### src/csa_pkg.sv
// shared constants, types and codes of the connection slot allocator
package csa_pkg;

  localparam int SLOTS          = 16;
  localparam int CLIENT_ENTRIES = 8;

  localparam int SLOT_W   = (SLOTS > 1) ? $clog2(SLOTS) : 1;
  localparam int CLI_W    = (CLIENT_ENTRIES > 1) ? $clog2(CLIENT_ENTRIES) : 1;
  localparam int SCAN_W   = (SLOT_W > CLI_W) ? SLOT_W : CLI_W;
  localparam int CNT_W    = $clog2(CLIENT_ENTRIES + 1);

  localparam int MPC_W      = 5;
  localparam int MC_W       = 4;
  localparam int PORT_W     = 16;
  localparam int ID_W       = 16;
  localparam int HELD_W     = 5;
  localparam int STATUS_W   = 3;
  localparam int CFG_IDX_W  = 2;
  localparam int CFG_DATA_W = 16;

  localparam int PROD_W = MPC_W + MC_W;
  localparam int LIM_W  = (CNT_W > MC_W) ? CNT_W : MC_W;

  typedef enum logic [0:0] {
    OP_RESERVE = 1'b0,
    OP_RELEASE = 1'b1
  } opcode_e;

  typedef enum logic [STATUS_W-1:0] {
    ST_OK           = 3'd0,
    ST_CLIENTS_FULL = 3'd1,
    ST_QUOTA        = 3'd2,
    ST_NO_SLOT      = 3'd3,
    ST_NOT_FOUND    = 3'd4
  } status_e;

  typedef enum logic [CFG_IDX_W-1:0] {
    CFG_MAX_PER_CLIENT = 2'd0,
    CFG_MAX_CLIENTS    = 2'd1,
    CFG_PORT_BASE      = 2'd2
  } cfg_idx_e;

  typedef enum logic [1:0] {
    S_IDLE,
    S_SCAN,
    S_OUT
  } state_e;

  typedef struct packed {
    logic [HELD_W-1:0] held;
    logic [ID_W-1:0]   key;
  } cli_ent_t;

  typedef struct packed {
    logic              start;
    logic [SCAN_W-1:0] last;
  } scan_req_t;

  typedef struct packed {
    logic              busy;
    logic              found;
    logic [SCAN_W-1:0] idx;
  } scan_rsp_t;

endpackage

### src/csa_ram.sv
// generic single-port-write ram with registered read
module csa_ram #(
  parameter int WIDTH = 8,
  parameter int DEPTH = 16,
  localparam int ADDR_W = (DEPTH > 1) ? $clog2(DEPTH) : 1
) (
  input  logic              clk_i,
  input  logic              we_i,
  input  logic [ADDR_W-1:0] waddr_i,
  input  logic [WIDTH-1:0]  wdata_i,
  input  logic              re_i,
  input  logic [ADDR_W-1:0] raddr_i,
  output logic [WIDTH-1:0]  rdata_o
);

  logic [WIDTH-1:0] mem_q [DEPTH];
  logic [WIDTH-1:0] rdata_q;

  always_ff @(posedge clk_i) begin
    if (we_i) begin
      mem_q[waddr_i] <= wdata_i;
    end
    if (re_i) begin
      rdata_q <= mem_q[raddr_i];
    end
  end

  assign rdata_o = rdata_q;

endmodule

### src/csa_scan.sv
// sequential lookup over a ram, one entry read per cycle, stops at first hit or at the last entry
module csa_scan import csa_pkg::*; (
  input  logic              clk_i,
  input  logic              rst_ni,
  input  scan_req_t         req_i,
  input  logic              hit_i,
  output logic              rd_en_o,
  output logic [SCAN_W-1:0] rd_addr_o,
  output scan_rsp_t         rsp_o
);

  logic              busy_q;
  logic              cmp_vld_q;
  logic              found_q;
  logic [SCAN_W-1:0] rd_idx_q;
  logic [SCAN_W-1:0] cmp_idx_q;
  logic [SCAN_W-1:0] last_q;
  logic              fin;

  assign fin     = busy_q && cmp_vld_q && (hit_i || (cmp_idx_q == last_q));
  assign rd_en_o = busy_q && !fin;

  always_ff @(posedge clk_i or negedge rst_ni) begin
    if (!rst_ni) begin
      busy_q    <= 1'b0;
      cmp_vld_q <= 1'b0;
      found_q   <= 1'b0;
    end else if (req_i.start) begin
      busy_q    <= 1'b1;
      cmp_vld_q <= 1'b0;
    end else if (fin) begin
      busy_q    <= 1'b0;
      found_q   <= hit_i;
    end else if (busy_q) begin
      cmp_vld_q <= 1'b1;
    end
  end

  always_ff @(posedge clk_i) begin
    if (req_i.start) begin
      rd_idx_q <= '0;
      last_q   <= req_i.last;
    end else if (rd_en_o) begin
      cmp_idx_q <= rd_idx_q;
      rd_idx_q  <= (rd_idx_q == last_q) ? rd_idx_q : rd_idx_q + 1'b1;
    end
  end

  assign rd_addr_o   = rd_idx_q;
  assign rsp_o.busy  = busy_q;
  assign rsp_o.found = found_q;
  assign rsp_o.idx   = cmp_idx_q;

endmodule

### src/connection_slot_allocator_core.sv
// connection slot allocator: shared slot pool with per-client quota
//
// channel  dir  handshake                  payload
// s_axis   in   s_axis_tvalid/tready       tdata: client_id, port; tuser: opcode
// m_axis   out  m_axis_tvalid/tready       tdata: granted_port; tuser: status
// cfg      in   cfg_valid_i/cfg_ready_o    cfg_index_i, cfg_data_i
//
// one request at a time; the client table and the slot owner ram are scanned
// one entry a cycle, both in parallel on a release
// busy slots and valid clients sit in flip-flops cleared by reset, no sweep
// a beat waiting on m_axis_tready holds the next request in S_OUT until it leaves
module connection_slot_allocator_core import csa_pkg::*; (
  input  logic                  clk_i,
  input  logic                  rst_ni,
  input  logic                  s_axis_tvalid,
  output logic                  s_axis_tready,
  input  logic [31:0]           s_axis_tdata,  // client_id, port
  input  logic [0:0]            s_axis_tuser,  // opcode
  output logic                  m_axis_tvalid,
  input  logic                  m_axis_tready,
  output logic [15:0]           m_axis_tdata,  // granted_port
  output logic [STATUS_W-1:0]   m_axis_tuser,  // status
  input  logic                  cfg_valid_i,
  output logic                  cfg_ready_o,
  input  logic [CFG_IDX_W-1:0]  cfg_index_i,
  input  logic [CFG_DATA_W-1:0] cfg_data_i
);

  logic [MPC_W-1:0]  mpc_q;
  logic [MC_W-1:0]   mc_q;
  logic [PORT_W-1:0] pb_q;

  state_e state_q, state_d;
  logic [SLOTS-1:0]          slot_busy_q, slot_busy_d;
  logic [CLIENT_ENTRIES-1:0] cli_valid_q, cli_valid_d;

  opcode_e           op_q;
  logic [ID_W-1:0]   id_q;
  logic [PORT_W-1:0] port_q;

  status_e           res_status_q, res_status_d;
  logic [PORT_W-1:0] res_port_q, res_port_d;

  logic              out_valid_q;
  status_e           out_status_q;
  logic [PORT_W-1:0] out_port_q;
  logic              out_load;
  logic              in_ready;

  scan_req_t         cli_req, slot_req;
  scan_rsp_t         cli_rsp, slot_rsp;
  logic              cli_hit, slot_hit;
  logic              cli_re, slot_re;
  logic [SCAN_W-1:0] cli_raddr, slot_raddr;

  logic              cli_we, slot_we;
  logic [CLI_W-1:0]  cli_waddr;
  cli_ent_t          cli_wdata;
  cli_ent_t          cli_rdata;
  logic [SLOT_W-1:0] slot_waddr;
  logic [ID_W-1:0]   owner_rdata;

  logic [CLI_W-1:0]  cli_idx;
  logic [SLOT_W-1:0] slot_idx;

  logic [CLI_W-1:0]  free_cli;
  logic [SLOT_W-1:0] free_slot;
  logic              free_slot_ok;
  logic [PROD_W-1:0] prod, pool;
  logic [LIM_W-1:0]  cli_cnt, cli_lim;
  logic [HELD_W-1:0] held_dec;

  assign cfg_ready_o = 1'b1;

  always_ff @(posedge clk_i or negedge rst_ni) begin
    if (!rst_ni) begin
      mpc_q <= MPC_W'(1);
      mc_q  <= MC_W'(1);
      pb_q  <= '0;
    end else if (cfg_valid_i) begin
      unique case (cfg_index_i)
        CFG_MAX_PER_CLIENT: mpc_q <= cfg_data_i[MPC_W-1:0];
        CFG_MAX_CLIENTS:    mc_q  <= cfg_data_i[MC_W-1:0];
        CFG_PORT_BASE:      pb_q  <= cfg_data_i[PORT_W-1:0];
        default: ;
      endcase
    end
  end

  assign cli_idx  = cli_rsp.idx[CLI_W-1:0];
  assign slot_idx = slot_rsp.idx[SLOT_W-1:0];

  assign cli_hit  = cli_valid_q[cli_idx] && (cli_rdata.key == id_q);
  assign slot_hit = slot_busy_q[slot_idx] && (owner_rdata == id_q) &&
                    ((pb_q + {{(PORT_W-SLOT_W){1'b0}}, slot_idx}) == port_q);

  csa_scan u_cli_scan (
    .clk_i,
    .rst_ni,
    .req_i     (cli_req),
    .hit_i     (cli_hit),
    .rd_en_o   (cli_re),
    .rd_addr_o (cli_raddr),
    .rsp_o     (cli_rsp)
  );

  csa_scan u_slot_scan (
    .clk_i,
    .rst_ni,
    .req_i     (slot_req),
    .hit_i     (slot_hit),
    .rd_en_o   (slot_re),
    .rd_addr_o (slot_raddr),
    .rsp_o     (slot_rsp)
  );

  csa_ram #(.WIDTH($bits(cli_ent_t)), .DEPTH(CLIENT_ENTRIES)) u_cli_ram (
    .clk_i,
    .we_i    (cli_we),
    .waddr_i (cli_waddr),
    .wdata_i (cli_wdata),
    .re_i    (cli_re),
    .raddr_i (cli_raddr[CLI_W-1:0]),
    .rdata_o (cli_rdata)
  );

  csa_ram #(.WIDTH(ID_W), .DEPTH(SLOTS)) u_owner_ram (
    .clk_i,
    .we_i    (slot_we),
    .waddr_i (slot_waddr),
    .wdata_i (id_q),
    .re_i    (slot_re),
    .raddr_i (slot_raddr[SLOT_W-1:0]),
    .rdata_o (owner_rdata)
  );

  // pool size, client limit and lowest free entries
  always_comb begin
    prod    = PROD_W'(mpc_q) * PROD_W'(mc_q);
    pool    = (prod > PROD_W'(SLOTS)) ? PROD_W'(SLOTS) : prod;
    cli_cnt = LIM_W'($countones(cli_valid_q));
    cli_lim = (LIM_W'(mc_q) > LIM_W'(CLIENT_ENTRIES)) ? LIM_W'(CLIENT_ENTRIES)
                                                       : LIM_W'(mc_q);
    free_slot    = '0;
    free_slot_ok = 1'b0;
    for (int i = SLOTS - 1; i >= 0; i--) begin
      if (!slot_busy_q[i] && (PROD_W'(i) < pool)) begin
        free_slot    = SLOT_W'(i);
        free_slot_ok = 1'b1;
      end
    end
    free_cli = '0;
    for (int e = CLIENT_ENTRIES - 1; e >= 0; e--) begin
      if (!cli_valid_q[e]) begin
        free_cli = CLI_W'(e);
      end
    end
    held_dec = (cli_rdata.held != '0) ? cli_rdata.held - 1'b1 : '0;
  end

  always_comb begin
    state_d       = state_q;
    slot_busy_d   = slot_busy_q;
    cli_valid_d   = cli_valid_q;
    res_status_d  = res_status_q;
    res_port_d    = res_port_q;
    cli_req.start = 1'b0;
    cli_req.last  = SCAN_W'(CLIENT_ENTRIES - 1);
    slot_req.start = 1'b0;
    slot_req.last  = SCAN_W'(SLOTS - 1);
    cli_we        = 1'b0;
    cli_waddr     = cli_idx;
    cli_wdata.key = id_q;
    cli_wdata.held = cli_rdata.held + 1'b1;
    slot_we       = 1'b0;
    slot_waddr    = free_slot;
    in_ready      = 1'b0;
    out_load      = 1'b0;
    unique case (state_q)
      S_IDLE: begin
        in_ready = 1'b1;
        if (s_axis_tvalid) begin
          cli_req.start  = 1'b1;
          slot_req.start = (s_axis_tuser[0] == OP_RELEASE);
          state_d        = S_SCAN;
        end
      end
      S_SCAN: begin
        if (!cli_rsp.busy && !slot_rsp.busy) begin
          state_d    = S_OUT;
          res_port_d = '0;
          if (op_q == OP_RESERVE) begin
            priority if (cli_cnt >= cli_lim) begin
              res_status_d = ST_CLIENTS_FULL;
            end else if (cli_rsp.found && (cli_rdata.held >= mpc_q)) begin
              res_status_d = ST_QUOTA;
            end else if (!free_slot_ok) begin
              res_status_d = ST_NO_SLOT;
            end else begin
              res_status_d = ST_OK;
              res_port_d   = pb_q + {{(PORT_W-SLOT_W){1'b0}}, free_slot};
              slot_we      = 1'b1;
              slot_busy_d[free_slot] = 1'b1;
              cli_we       = 1'b1;
              if (!cli_rsp.found) begin
                cli_waddr      = free_cli;
                cli_wdata.held = HELD_W'(1);
                cli_valid_d[free_cli] = 1'b1;
              end
            end
          end else begin
            if (!slot_rsp.found) begin
              res_status_d = ST_NOT_FOUND;
            end else begin
              res_status_d = ST_OK;
              slot_busy_d[slot_idx] = 1'b0;
              if (cli_rsp.found) begin
                cli_we         = 1'b1;
                cli_wdata.held = held_dec;
                if (held_dec == '0) begin
                  cli_valid_d[cli_idx] = 1'b0;
                end
              end
            end
          end
        end
      end
      S_OUT: begin
        if (!out_valid_q || m_axis_tready) begin
          out_load = 1'b1;
          state_d  = S_IDLE;
        end
      end
      default: state_d = S_IDLE;
    endcase
  end

  always_ff @(posedge clk_i or negedge rst_ni) begin
    if (!rst_ni) begin
      state_q     <= S_IDLE;
      slot_busy_q <= '0;
      cli_valid_q <= '0;
      out_valid_q <= 1'b0;
    end else begin
      state_q     <= state_d;
      slot_busy_q <= slot_busy_d;
      cli_valid_q <= cli_valid_d;
      if (out_load) begin
        out_valid_q <= 1'b1;
      end else if (m_axis_tready) begin
        out_valid_q <= 1'b0;
      end
    end
  end

  always_ff @(posedge clk_i) begin
    if (in_ready && s_axis_tvalid) begin
      op_q   <= opcode_e'(s_axis_tuser[0]);
      id_q   <= s_axis_tdata[ID_W-1:0];
      port_q <= s_axis_tdata[ID_W+PORT_W-1:ID_W];
    end
    res_status_q <= res_status_d;
    res_port_q   <= res_port_d;
    if (out_load) begin
      out_status_q <= res_status_q;
      out_port_q   <= res_port_q;
    end
  end

  assign s_axis_tready = in_ready;
  assign m_axis_tvalid = out_valid_q;
  assign m_axis_tdata  = out_port_q;
  assign m_axis_tuser  = out_status_q;

  a_idle_no_scan: assert property (@(posedge clk_i) disable iff (!rst_ni)
    (state_q == S_IDLE) |-> (!cli_rsp.busy && !slot_rsp.busy))
    else $error("scan still running while idle");

  a_beat_after_decision: assert property (@(posedge clk_i) disable iff (!rst_ni)
    $rose(m_axis_tvalid) |-> $past(state_q == S_OUT))
    else $error("result beat without a finished request");

  a_clients_hold_slots: assert property (@(posedge clk_i) disable iff (!rst_ni)
    $countones(slot_busy_q) >= $countones(cli_valid_q))
    else $error("listed client without a busy slot");

  a_refused_no_port: assert property (@(posedge clk_i) disable iff (!rst_ni)
    (m_axis_tvalid && (m_axis_tuser != ST_OK)) |-> (m_axis_tdata == '0))
    else $error("port granted on a refused request");

endmodule
### config.mk
export PLATFORM = sky130hd
export DESIGN_NAME = connection_slot_allocator_core
export DESIGN_NICKNAME = d
export VERILOG_FILES = /design/src/csa_pkg.sv /design/src/csa_ram.sv /design/src/csa_scan.sv /design/src/connection_slot_allocator_core.sv
export SDC_FILE = /design/constraint.sdc
export NUM_CORES = 1
export LEC_CHECK = 0
export ABC_AREA = 1
export BUFFER_PORTS_ARGS = -buffer_cell sky130_fd_sc_hd__buf_2
export CORE_MARGIN = 3
export CORE_UTILIZATION = 53
export CTS_BUF_LIST = sky130_fd_sc_hd__clkbuf_8
export CTS_CLUSTER_SIZE = 24
export DETAILED_ROUTE_END_ITERATION = 10
export PLACE_DENSITY = 0.72
export SLEW_MARGIN = 20
export SYNTH_ARGS = -nofsm -noshare
export SYNTH_HDL_FRONTEND = slang
export SYNTH_HIERARCHICAL = 1
export SYNTH_SLANG_ARGS = --single-unit
### constraint.sdc
create_clock -name clk_i -period 6.2 [get_ports clk_i]
set_input_delay 0.62 -clock clk_i [delete_from_list [all_inputs] [get_ports clk_i]]
set_output_delay 0.62 -clock clk_i [all_outputs]
set_load 0.02 [all_outputs]
Word-level counts from Yosys, hierarchy flattened
Memories as Yosys holds them, arrays and structs flattened. A register that Yosys moved wholly into a read port is not among the register bits. Index checks and enable logic that the tools add are counted.

Bits in registers: 145. Bits in writable memories: 424. Bits of input ports: 56. Output and inout port bits: 22. Logic and storage cells: 310. Memories kept: 2.

$add $sub $neg: 13. $mul: 1. Order comparisons: 28. Eq/ne operators: 22. Mux-type cells: 127. Bitwise logic cells: 11. Reduce and logical (&&, ||, !) cells: 82.

Memory list: u_owner_ram.mem_q (words 16, bits a word 16, read ports 1, clocked after Yosys merged registers in 1, wr ports 1, line csa_ram.sv:16) `logic [WIDTH-1:0] mem_q [DEPTH];`; u_cli_ram.mem_q (words 8, bits a word 21, read ports 1, clocked after Yosys merged registers in 1, wr ports 1, line csa_ram.sv:16).

Operators by type and width (number): $mux 16 (5); $lt 4x9->1 const A (8); $mux 4 (17); $mux 8 (8); $mux 1 (56); $mux 3 (17); $mux 5 (10); $eq 16x16->1 (3); $lt 3x9->1 const A (4); $add 16x4->16 (2); $logic_and 1x1->1 (32); $reduce_and 2->1 (12); $logic_not 1->1 (21); $lt 1x9->1 const A (2); $lt 2x9->1 const A (2); $and 16x16->16 (1); $ne 2x2->1 const B (8); $not 16->16 (1); $or 16x16->16 (1); $mux 2 (6); $reduce_bool 2->1 (6); $lt 4x5->1 const B (2); $gt 9x5->1 const B (1); $mul 5x4->9 (1); other kinds (35) (58).

Longest topological paths before layout
Gate-level depths: netlist (run 1).

Depth after elaboration: 30. Mapped depth: 41. Depth with buffers taken out: 41.

Modules after synthesis
The synthesis (run 1) kept the hierarchy.

By module, submodules not included: csa_ram (u_owner_ram) (instances 1, cells each 1074, area each 11541.1 µm², sequential area each 8167.8 µm²); connection_slot_allocator_core (instances 1, cells each 981, area each 8136.6 µm², sequential area each 3435.8 µm²); csa_ram (u_cli_ram) (instances 1, cells each 765, area each 7996.4 µm², sequential area each 5675.4 µm²); csa_scan (instances 2, cells each 102, area each 792.0 µm², sequential area each 395.4 µm²).

Worst setup path after synthesis (run 1)
Ideal clock, no wire load.

Kind: register to register. Start point: register mpc_q[0]. End point: memory u_cli_ram/mem_q[7][0] (netlist name), enable pin. Library setup time: 399 ps. Arrival: 5254 ps. Required time: 5801 ps. Slack: 548 ps. Stages on the path, launching flop included: 28. Period minus slack after synthesis: 5652 ps. Cells stage by stage: dfstp_2 -> nand2_1 -> fa_1 -> fa_1 -> fa_1 -> nand2_2 -> clkinv_1 -> nand3_1 -> nand2_1 -> nand3_2 -> nor2_4 -> nand3_2 -> nor2_4 -> nand2_1 -> nand2_1 -> nand2_1 -> nor2_2 -> nand2_1 -> nor2_2 -> nand3_2 -> nand2_1 -> nor2_1 -> nand3_1 -> buf_2 -> nand2_1 -> o21ai_0 -> nand2_1 -> nor2_1.

Elaborated cells between the ends (all ways): 67. Those cells by class: mul (1); order compare (18); mux (31); reduce/logical (17).

RTL lines: start: declaration (line connection_slot_allocator_core.sv:29) `logic [MPC_W-1:0] mpc_q;`; start signal: assignment (line connection_slot_allocator_core.sv:82) `CFG_MAX_PER_CLIENT: mpc_q <= cfg_data_i[MPC_W-1:0];`; $mul 5x4->9 (line connection_slot_allocator_core.sv:139) `prod = PROD_W'(mpc_q) * PROD_W'(mc_q);`; $gt 9x5->1 (line connection_slot_allocator_core.sv:140) `pool = (prod > PROD_W'(SLOTS)) ? PROD_W'(SLOTS) : prod;`; $mux 9 (line connection_slot_allocator_core.sv:140); $lt 4x9->1 (line connection_slot_allocator_core.sv:147) `if (!slot_busy_q[i] && (PROD_W'(i) < pool)) begin`; $logic_and 1x1->1 (line connection_slot_allocator_core.sv:147); $mux 1 (16 in a row) (line connection_slot_allocator_core.sv:147); $mux 3 (line connection_slot_allocator_core.sv:197) `end else if (!free_slot_ok) begin`; $mux 3 * (line connection_slot_allocator_core.sv:195) `end else if (cli_rsp.found && (cli_rdata.held >= mpc_q)) begin`; $mux 3 * (line connection_slot_allocator_core.sv:193) `priority if (cli_cnt >= cli_lim) begin`; $mux 3 * (line connection_slot_allocator_core.sv:192) `if (op_q == OP_RESERVE) begin`; $mux 3 * (line connection_slot_allocator_core.sv:189) `if (!cli_rsp.busy && !slot_rsp.busy) begin`; $mux 3 * (line connection_slot_allocator_core.sv:179) `unique case (state_q)`; net cli_waddr[2] (line connection_slot_allocator_core.sv:57) `logic [CLI_W-1:0] cli_waddr;`; end: declaration (line csa_ram.sv:16).

The timed path passes the listed nets; every way through them passes the cells marked *.

Worst setup path after layout (run 1)
Start point: register mpc_q[0]. End point: memory u_cli_ram/mem_q[7][13] (netlist name), enable pin.

Same word-level chain as after synthesis.

==> results of run 1 <==
[repair_timing]
action / CTS / global route
buffers inserted: 0 / 2
hold buffers: 0 / 0
setup endpoints to repair: 0 / 174
resized for setup: 0 / 4
[logic make-up (layout without fill, tap and decap cells)]
logic type | Yosys count | in the layout
simple gates | 1446 | 1446
mux | 4 | 4
flops | 614 | 614
other cells | 2 | 12
xor+xnor | 48 | 48
fa+ha+maj | 49 | 49
buf+inv | 688 | 911
compound gates | 173 | 173
[critical path: stages (launching register included)]
cell	delay [ns]
dfstp_2	0.59
nand2_1	0.09
fa_1	0.53
fa_1	0.54
fa_2	0.37
inv_1	0.06
nand2_1	0.09
nand2_1	0.14
nand3_1	0.11
nand2_2	0.09
nand3_2	0.09
nor2_4	0.17
o211ai_1	0.18
o21ai_1	0.24
nand3_1	0.13
nand2_1	0.14
nor2_4	0.06
nand3_2	0.13
nand2_1	0.11
nor2_1	0.23
nand3_1	0.22
o21ai_0	0.45
nand2_1	0.18
nor2_2	0.14
buf_4	0.32
[metrics by stage]
stage | utilization [%] | cells | hold WS, ns | area (um2)
after floorplan | - | 3031 | 0.324 | 29300
after global placement | 56.2 | 3762 | 0.401 | 30500
after detailed placement | 56.2 | 3762 | 0.405 | 30500
after CTS | 59.5 | 3948 | 0.0319 | 32300
after global routing | 59.6 | 3952 | 0.0526 | 32300
final | 59.6 | 3953 | 0.0890 | 32300
[final timing paths]
kind / from / end / slack (ns) / cells past startpoint
max: mpc_q[0]$_DFFE_PN1P_ / u_cli_ram/mem_q[7][13]$_DFFE_PP_ / 0.44 / 24
min: rst_ni / slot_busy_q[11]$_DFFE_PN0P_ / 0.09 / 2
max reg2reg: mpc_q[0]$_DFFE_PN1P_ / u_cli_ram/mem_q[7][13]$_DFFE_PP_ / 0.44 / 24
min reg2reg: res_status_q[1]$_SDFFCE_PP0P_ / m_axis_tuser[1]$_DFFE_PP_ / 0.41 / 0
max in group asynchronous: rst_ni / u_cli_scan/cmp_vld_q$_DFFE_PN0P_ / 5.50 / 2
min in group clk_i: s_axis_tdata[18] / port_q[2]$_DFFE_PP_ / 0.09 / 1
[sequential cells by signal (all words and copies together) (netlist names), 16 cells and up]
register / count
port_q: 16
pb_q: 16
res_port_q: 16
u_owner_ram/rdata_o: 16
u_cli_ram/rdata_o: 21
u_cli_ram/mem_q: 168
u_owner_ram/mem_q: 256
slot_busy_q: 16
m_axis_tdata: 16
id_q: 16
[Yosys cell counts, types with 4 or more instances]
| cell type | count | area (um2) |
|---|---|---|
| a21oi_1 | 66 | 330 |
| a31oi_1 | 4 | 25.0 |
| buf_2 | 43 | 215 |
| buf_4 | 28 | 210 |
| buf_6 | 6 | 67.6 |
| clkbuf_1 | 24 | 90.1 |
| clkinv_1 | 24 | 90.1 |
| dfrtp_1 | 56 | 1400 |
| dfxtp_1 | 8 | 160 |
| edfxtp_1 | 548 | 16500 |
| fa_1 | 12 | 240 |
| ha_1 | 37 | 463 |
| inv_1 | 482 | 1810 |
| inv_2 | 76 | 285 |
| mux2_2 | 4 | 45.0 |
| nand2_1 | 870 | 3270 |
| nand2_2 | 17 | 106 |
| nand2_4 | 4 | 45.0 |
| nand3_1 | 328 | 1640 |
| nand3_2 | 8 | 80.1 |
| nand3b_1 | 4 | 30.0 |
| nand4_1 | 28 | 175 |
| nor2_1 | 123 | 462 |
| nor2_2 | 13 | 81.3 |
| nor2_4 | 6 | 67.6 |
| nor3_1 | 28 | 140 |
| nor4_1 | 4 | 25.0 |
| o21ai_0 | 49 | 245 |
| o21ai_1 | 8 | 40.0 |
| o22ai_1 | 15 | 93.8 |
| o31ai_1 | 4 | 30.0 |
| or2_2 | 7 | 43.8 |
| xnor2_1 | 27 | 236 |
| xor2_1 | 21 | 184 |
[metal layers]
metal | wire length [um] | vias to the layer above
li1 | - | 10000
met1 | 29500 | 9950
met2 | 34900 | 851
met3 | 5170 | 177
met4 | 2850 | 0
met5 | 0 | -
[final cells by class]
| cell class | instances | area share [%] |
|---|---|---|
| Antenna cell | 3 | 0.0232 |
| Clock buffer | 102 | 4.34 |
| Clock inverter | 84 | 1.32 |
| Inverter | 584 | 6.79 |
| Multi-Input combinational cell | 1729 | 26.2 |
| Sequential cell | 614 | 55.9 |
| Tap cell | 696 | 2.69 |
| Timing Repair Buffer | 141 | 2.72 |
[power by group through the flow]
stage	Clock, W	Combinational (W)	Sequential [W]
after floorplan	0	0.00333	0.00551
after global placement	0	0.00437	0.00565
after detailed placement	0	0.00447	0.00566
after CTS	0.00330	0.00450	0.00558
after global routing	0.00350	0.00507	0.00563
final	0.00323	0.00454	0.00558
==> results.md, run 1 <==
- Outcome: finished clean
- Crit share post-route: 93.0%
- Multiplexer share of the synthesized area: 0.154%
- M3 GR Usage: 4.45%
- Crit. End Element: flip-flop
- Clock-pin transition on the worst setup and hold timing paths: 0.06 ns
- YS warnings: 6
- Arrival @ worst endpoint: ~6.1 ns
- Clock Skew: approximately 0.035 ns
- Die Ht: 241 um
- Gr busiest metal: met2
- Sequential element share of the synthesized area: approximately three fifths
- Max Cap Viol: 0
- Root Driver: clkbuf_8
- Post-Synth Simple-Gate Area: 21.3%
- Slew Limit Fails: 0
- Synth Flop Type: edfxtp_1
- Std cell rows: 85
- Gr usage total: 25.1%
- Initial antenna violation count: 3
- Crit path launch type: flip-flop
- Slew @ Worst Pin: roughly 1.1 ns
- M1 GR Usage: around a third
- Post-synthesis compound-gate area fraction: approximately 3.4%
- Layout cells sized above 1: around an eighth
- Syn Area/Cell: 9.68 um2
- Max VDD drop: 215 uV
- Comb power frac: 34.0%
- Worst Hold Class: in2async
- Pre-Repair DR Iteration Count: 6
- IO Port Bufs: 76
- Setup WS pre-CTS: between 0.2 and 0.25 ns
- Cell Int Power: around 0.0081 W
- CP Class: reg2reg
- Netlist cell types: 60
- Reg area: 0.0181 mm2
- FFs w/ async S/R, synth: 9.45%
- Ports: 78
- Most common cell after layout, fill and taps aside: nand2_1
- Synth-to-layout area growth: 10.5%
- Setup_tns: 0 ns
- Post-synth EDFFs: 548
- Clock Sink Count: 614
- RSZ-0062 raised after global routing: false
- Htree depth: 3
- WL final: slightly above 70,000 um
- Routed length per instance: 18.3 um
- Max Fanout on Critical Path: 21
- Area of the multi-input gates: ~0.0085 mm2
- Max_slew headroom: 27.0%
- Initial DRC count: 1,872
- Dpl hpwl: 45,300 um
- Final hold vios: 0
- Initial core utilization: 53.9%
- Largest net degree at the start of global routing: 97
- Via count of the routed design: 21.0k
- Vias per inst: 5.32
- Most frequent cells in the layout: nand2_1 (870), edfxtp_1 (548), inv_1 (519)
- Flops & latches, synth: between 600 and 700
- FILL cells: 4,397
- Adder-Cell Fraction of Synth Area: 2.40%
- Setup violators final: 0
- Synth Instances: 3,024
- Fmax achieved: 0.173 GHz
- Tot Pwr: approximately 0.013 W
- GP Congestion: between 0.8 and 0.9
- # nets final: 3,275
- Pwr Density: approximately 410 mW/mm2
- Clk pwr share: 24.2%
- CTS Buffer Depth: 3
- Chip Width: between 200 and 250 um
- Core ar.: 0.0542 mm2
- Sw frac: roughly two fifths
- Detail Route Antenna Nets: 0
- Leakage power: 14.4 nW
- WP data required: between 6 and 7 ns
- Die area: 0.0581 mm2
- Final min period: 5.76 ns
- Setup WS post-layout: 0.435 ns
- Seq pwr share: 41.8%
- CTS tree: done
- Synth Area in XOR/XNOR: between 1 and 1.5%
- Overflow after GRT: 0
- Num CTS Buffers: 100
- Number of remaining DRC errors: 0
- Met2 global-route usage: between 40% and 50%
- Clock latency on the worst-skew pair: between 0.7 and 0.8 ns
- Vias in the first global route: about 20k
- Global-route wire length before repair: 112,000 um
- Sw Pwr: about 0.0052 W
- Combinational family with the most area after synthesis: simple AND/OR/NAND/NOR gates
- Synthesized area: 0.0293 mm2
Power figures use the tool's default switching activity.
==> inputs of run 2 (changes only) <==
--- a/config.mk
+++ b/config.mk
@@ -6,7 +6,7 @@
 export NUM_CORES = 1
 export LEC_CHECK = 0
 export ABC_AREA = 1
-export BUFFER_PORTS_ARGS = -buffer_cell sky130_fd_sc_hd__buf_2
+export BUFFER_PORTS_ARGS = -buffer_cell sky130_fd_sc_hd__buf_4
 export CORE_MARGIN = 3
 export CORE_UTILIZATION = 53
 export CTS_BUF_LIST = sky130_fd_sc_hd__clkbuf_8
==> run 2 against run 1 <==
Net effect: combinational power rose by 0.9%; utilization rose by 0.64 points; count of clock-buffer cells in the layout fell by 1; final cell count barely moved; clock skew rose by 0.015 ns; die area did not move; largest cell class unchanged; sequential cell count did not move; critical path depth rose by 2; largest power group unchanged; via count rose by 0.64%; routed wire length rose by 0.27%; clock power rose by 6.2%; register-to-register slack got worse by 0.03 ns.
==> results.md, run 2 (synthesized netlist as in run 1, its figures left out) <==
- CTS tree: done
- Overflow after GRT: 0 (unchanged)
- Gr usage total: 25.1% (about the same)
- Global-route wire length before repair: 112,000 um (+0.22%)
- CP Class: reg2reg
- Dpl hpwl: 45,400 um (+0.42%)
- IO Port Bufs: 76 (unchanged)
- Worst Hold Class: in2async
- Initial DRC count: 1,874 (+0.11%)
- Final Cell Area: 0.0327 mm2 (+1.1%)
- Clock Sink Count: 614 (unchanged)
- Number of remaining DRC errors: 0 (unchanged)
- FILL cells: 4,458 (+1.4%)
- Synth-to-layout area growth: 11.7%
- Crit path launch type: flip-flop
- Largest net degree at the start of global routing: 113 (+16%)
- Initial core utilization: 53.9% (unchanged)
- Pwr Density: 416 mW/mm2 (+0.62%)
- Fmax achieved: 0.173 GHz (-0.48%)
- Die area: 0.0581 mm2 (unchanged)
- Max_slew headroom: 28.7% (+1.8 points)
- Routed length per instance: 18.4 um (+0.32%)
- Final hold vios: 0 (unchanged)
- Detail Route Antenna Nets: 0 (unchanged)
- Clock latency on the worst-skew pair: 0.74 ns (+0.03 ns)
- Core ar.: 0.0542 mm2 (unchanged)
- Slew @ Worst Pin: 1.07 ns (-0.0164 ns)
- Htree depth: 3 (unchanged)
- Die Ht: 241 um (unchanged)
- WP data required: 6.67 ns (+0.11 ns)
- CTS Buffer Depth: 3 (unchanged)
- Clock Skew: 0.0507 ns (+0.0154 ns)
- Max Fanout on Critical Path: 12 (-43%)
- Root Driver: clkbuf_8
- Max VDD drop: 311 uV (+45%)
- Arrival @ worst endpoint: 6.26 ns (+0.13 ns)
- Vias per inst: 5.35 (+0.69%)
- Num CTS Buffers: 98 (-2.0%)
- Pre-Repair DR Iteration Count: 5 (-1)
- Layout cells sized above 1: 13.8% (+0.74 points)
- Crit share post-route: 93.4% (+0.44 points)
- RSZ-0062 raised after global routing: false
- Clock-pin transition on the worst setup and hold timing paths: 0.06 ns (about the same)
- Biggest register: u_owner_ram/mem_q
- Leakage power: 14.5 nW (+0.81%)
- Ports: 78 (unchanged)
- DP Area: 0.0307 mm2 (+0.72%)
- WL final: 72,700 um (+0.27%)
- Final min period: 5.79 ns (+0.0275 ns)
- Vias in the first global route: 20.3k (+0.020%)
- Slew Limit Fails: 0 (unchanged)
- Outcome: finished clean
- Max Cap Viol: 0 (unchanged)
- Setup violators final: 0 (unchanged)
- Most frequent cells in the layout: nand2_1 (870), edfxtp_1 (548), inv_1 (502)
- Max reg flops: 256 (unchanged)
- # nets final: 3,276 (+0.031%)
- GP Congestion: 0.901 (+2.1%)
- Most common cell after layout, fill and taps aside: nand2_1
- Initial antenna violation count: 0 (-3)
- Chip Width: 241 um (unchanged)
- Via count of the routed design: 21.2k (+0.64%)
- Setup_tns: 0 ns (unchanged)
- Std cell rows: 85 (unchanged)
- Crit. End Element: flip-flop
- WHS: 0.000632 ns (-0.0884 ns)
[run 2: area by class of cell]
type / instances / area (um2) / area share (%)
Sequential cell: 614 / 18100 / 55.3
Multi-Input combinational cell: 1729 / 8470 / 25.9
Inverter: 584 / 2200 / 6.72
Clock buffer: 101 / 1390 / 4.25
Timing Repair Buffer: 144 / 1120 / 3.42
Tap cell: 696 / 871 / 2.66
Clock inverter: 82 / 554 / 1.70
Antenna cell: 1 / 2.50 / 0.00766
[run 2: worst paths after layout]
kind,from,endpoint,slack (ns),depth (start not counted)
min in group clk_i,s_axis_tdata[1],id_q[1]$_DFFE_PP_,0.07,1
worst max register to register,mpc_q[0]$_DFFE_PN1P_,res_port_q[10]$_SDFFCE_PP0P_,0.41,26
max in group asynchronous,rst_ni,cli_valid_q[0]$_DFFE_PN0P_,5.61,1
worst max-delay path,mpc_q[0]$_DFFE_PN1P_,res_port_q[10]$_SDFFCE_PP0P_,0.41,26
worst min-delay path,rst_ni,slot_busy_q[2]$_DFFE_PN0P_,0.0006,1
worst min register to register,res_port_q[11]$_SDFFCE_PP0P_,m_axis_tdata[11]$_DFFE_PP_,0.42,0
[run 2: repair_timing]
action	CTS	global route
endpoints found under the hold margin	0	0
endpoints found under the setup margin	0	127
resized for setup	0	5
hold buffers	0	0
setup buffers	0	1
[run 2: where the power goes]
part / switching (W) / leakage [nW] / total [W] / internal, W
logic: 0.00323 / 7.66 / 0.00458 / 0.00136
registers: 0.000399 / 5.79 / 0.00557 / 0.00517
clock network: 0.00167 / 1.10 / 0.00343 / 0.00176
[run 2: critical path: stages, from the launching register on]
cell and delay, ns:
dfstp_2 0.59, nand2_1 0.10, fa_1 0.52, fa_1 0.56, fa_2 0.69, nand2_2 0.08
clkinv_1 0.04, nand3_1 0.05, nand2_1 0.08, nand3_2 0.09, nor2_4 0.14, o211ai_1 0.17
o21ai_1 0.24, nand3_1 0.13, nand2_1 0.14, a21oi_1 0.06, nor2_1 0.14, o21bai_2 0.11
a21oi_4 0.36, inv_2 0.16, fa_1 0.49, inv_1 0.08, nand4_1 0.14, nand2_4 0.17
nand4_1 0.10, nand2_1 0.09, nor2_1 0.04
[run 2: routing by layer]
| layer | GRT usage, % | share of wire [%] | wire (um) |
|---|---|---|---|
| met1 | 33.5 | 41 | 29700 |
| met2 | 41.3 | 48 | 34800 |
| met3 | 3.71 | 7.6 | 5550 |
| met4 | 11.1 | 3.7 | 2660 |
| met5 | 0 | 0 | 0 |
[run 2: through the flow]
step / power [W] / cells / util [%] / setup WS, ns
after floorplan: 0.00884 / 3031 / - / 0.548
after global placement: 0.0100 / 3765 / 56.6 / 0.258
after detailed placement: 0.0102 / 3765 / 56.6 / 0.249
after CTS: 0.0136 / 3948 / 60.2 / 0.252
after global routing: 0.0144 / 3950 / 60.2 / 0.00518
final: 0.0136 / 3951 / 60.2 / 0.408
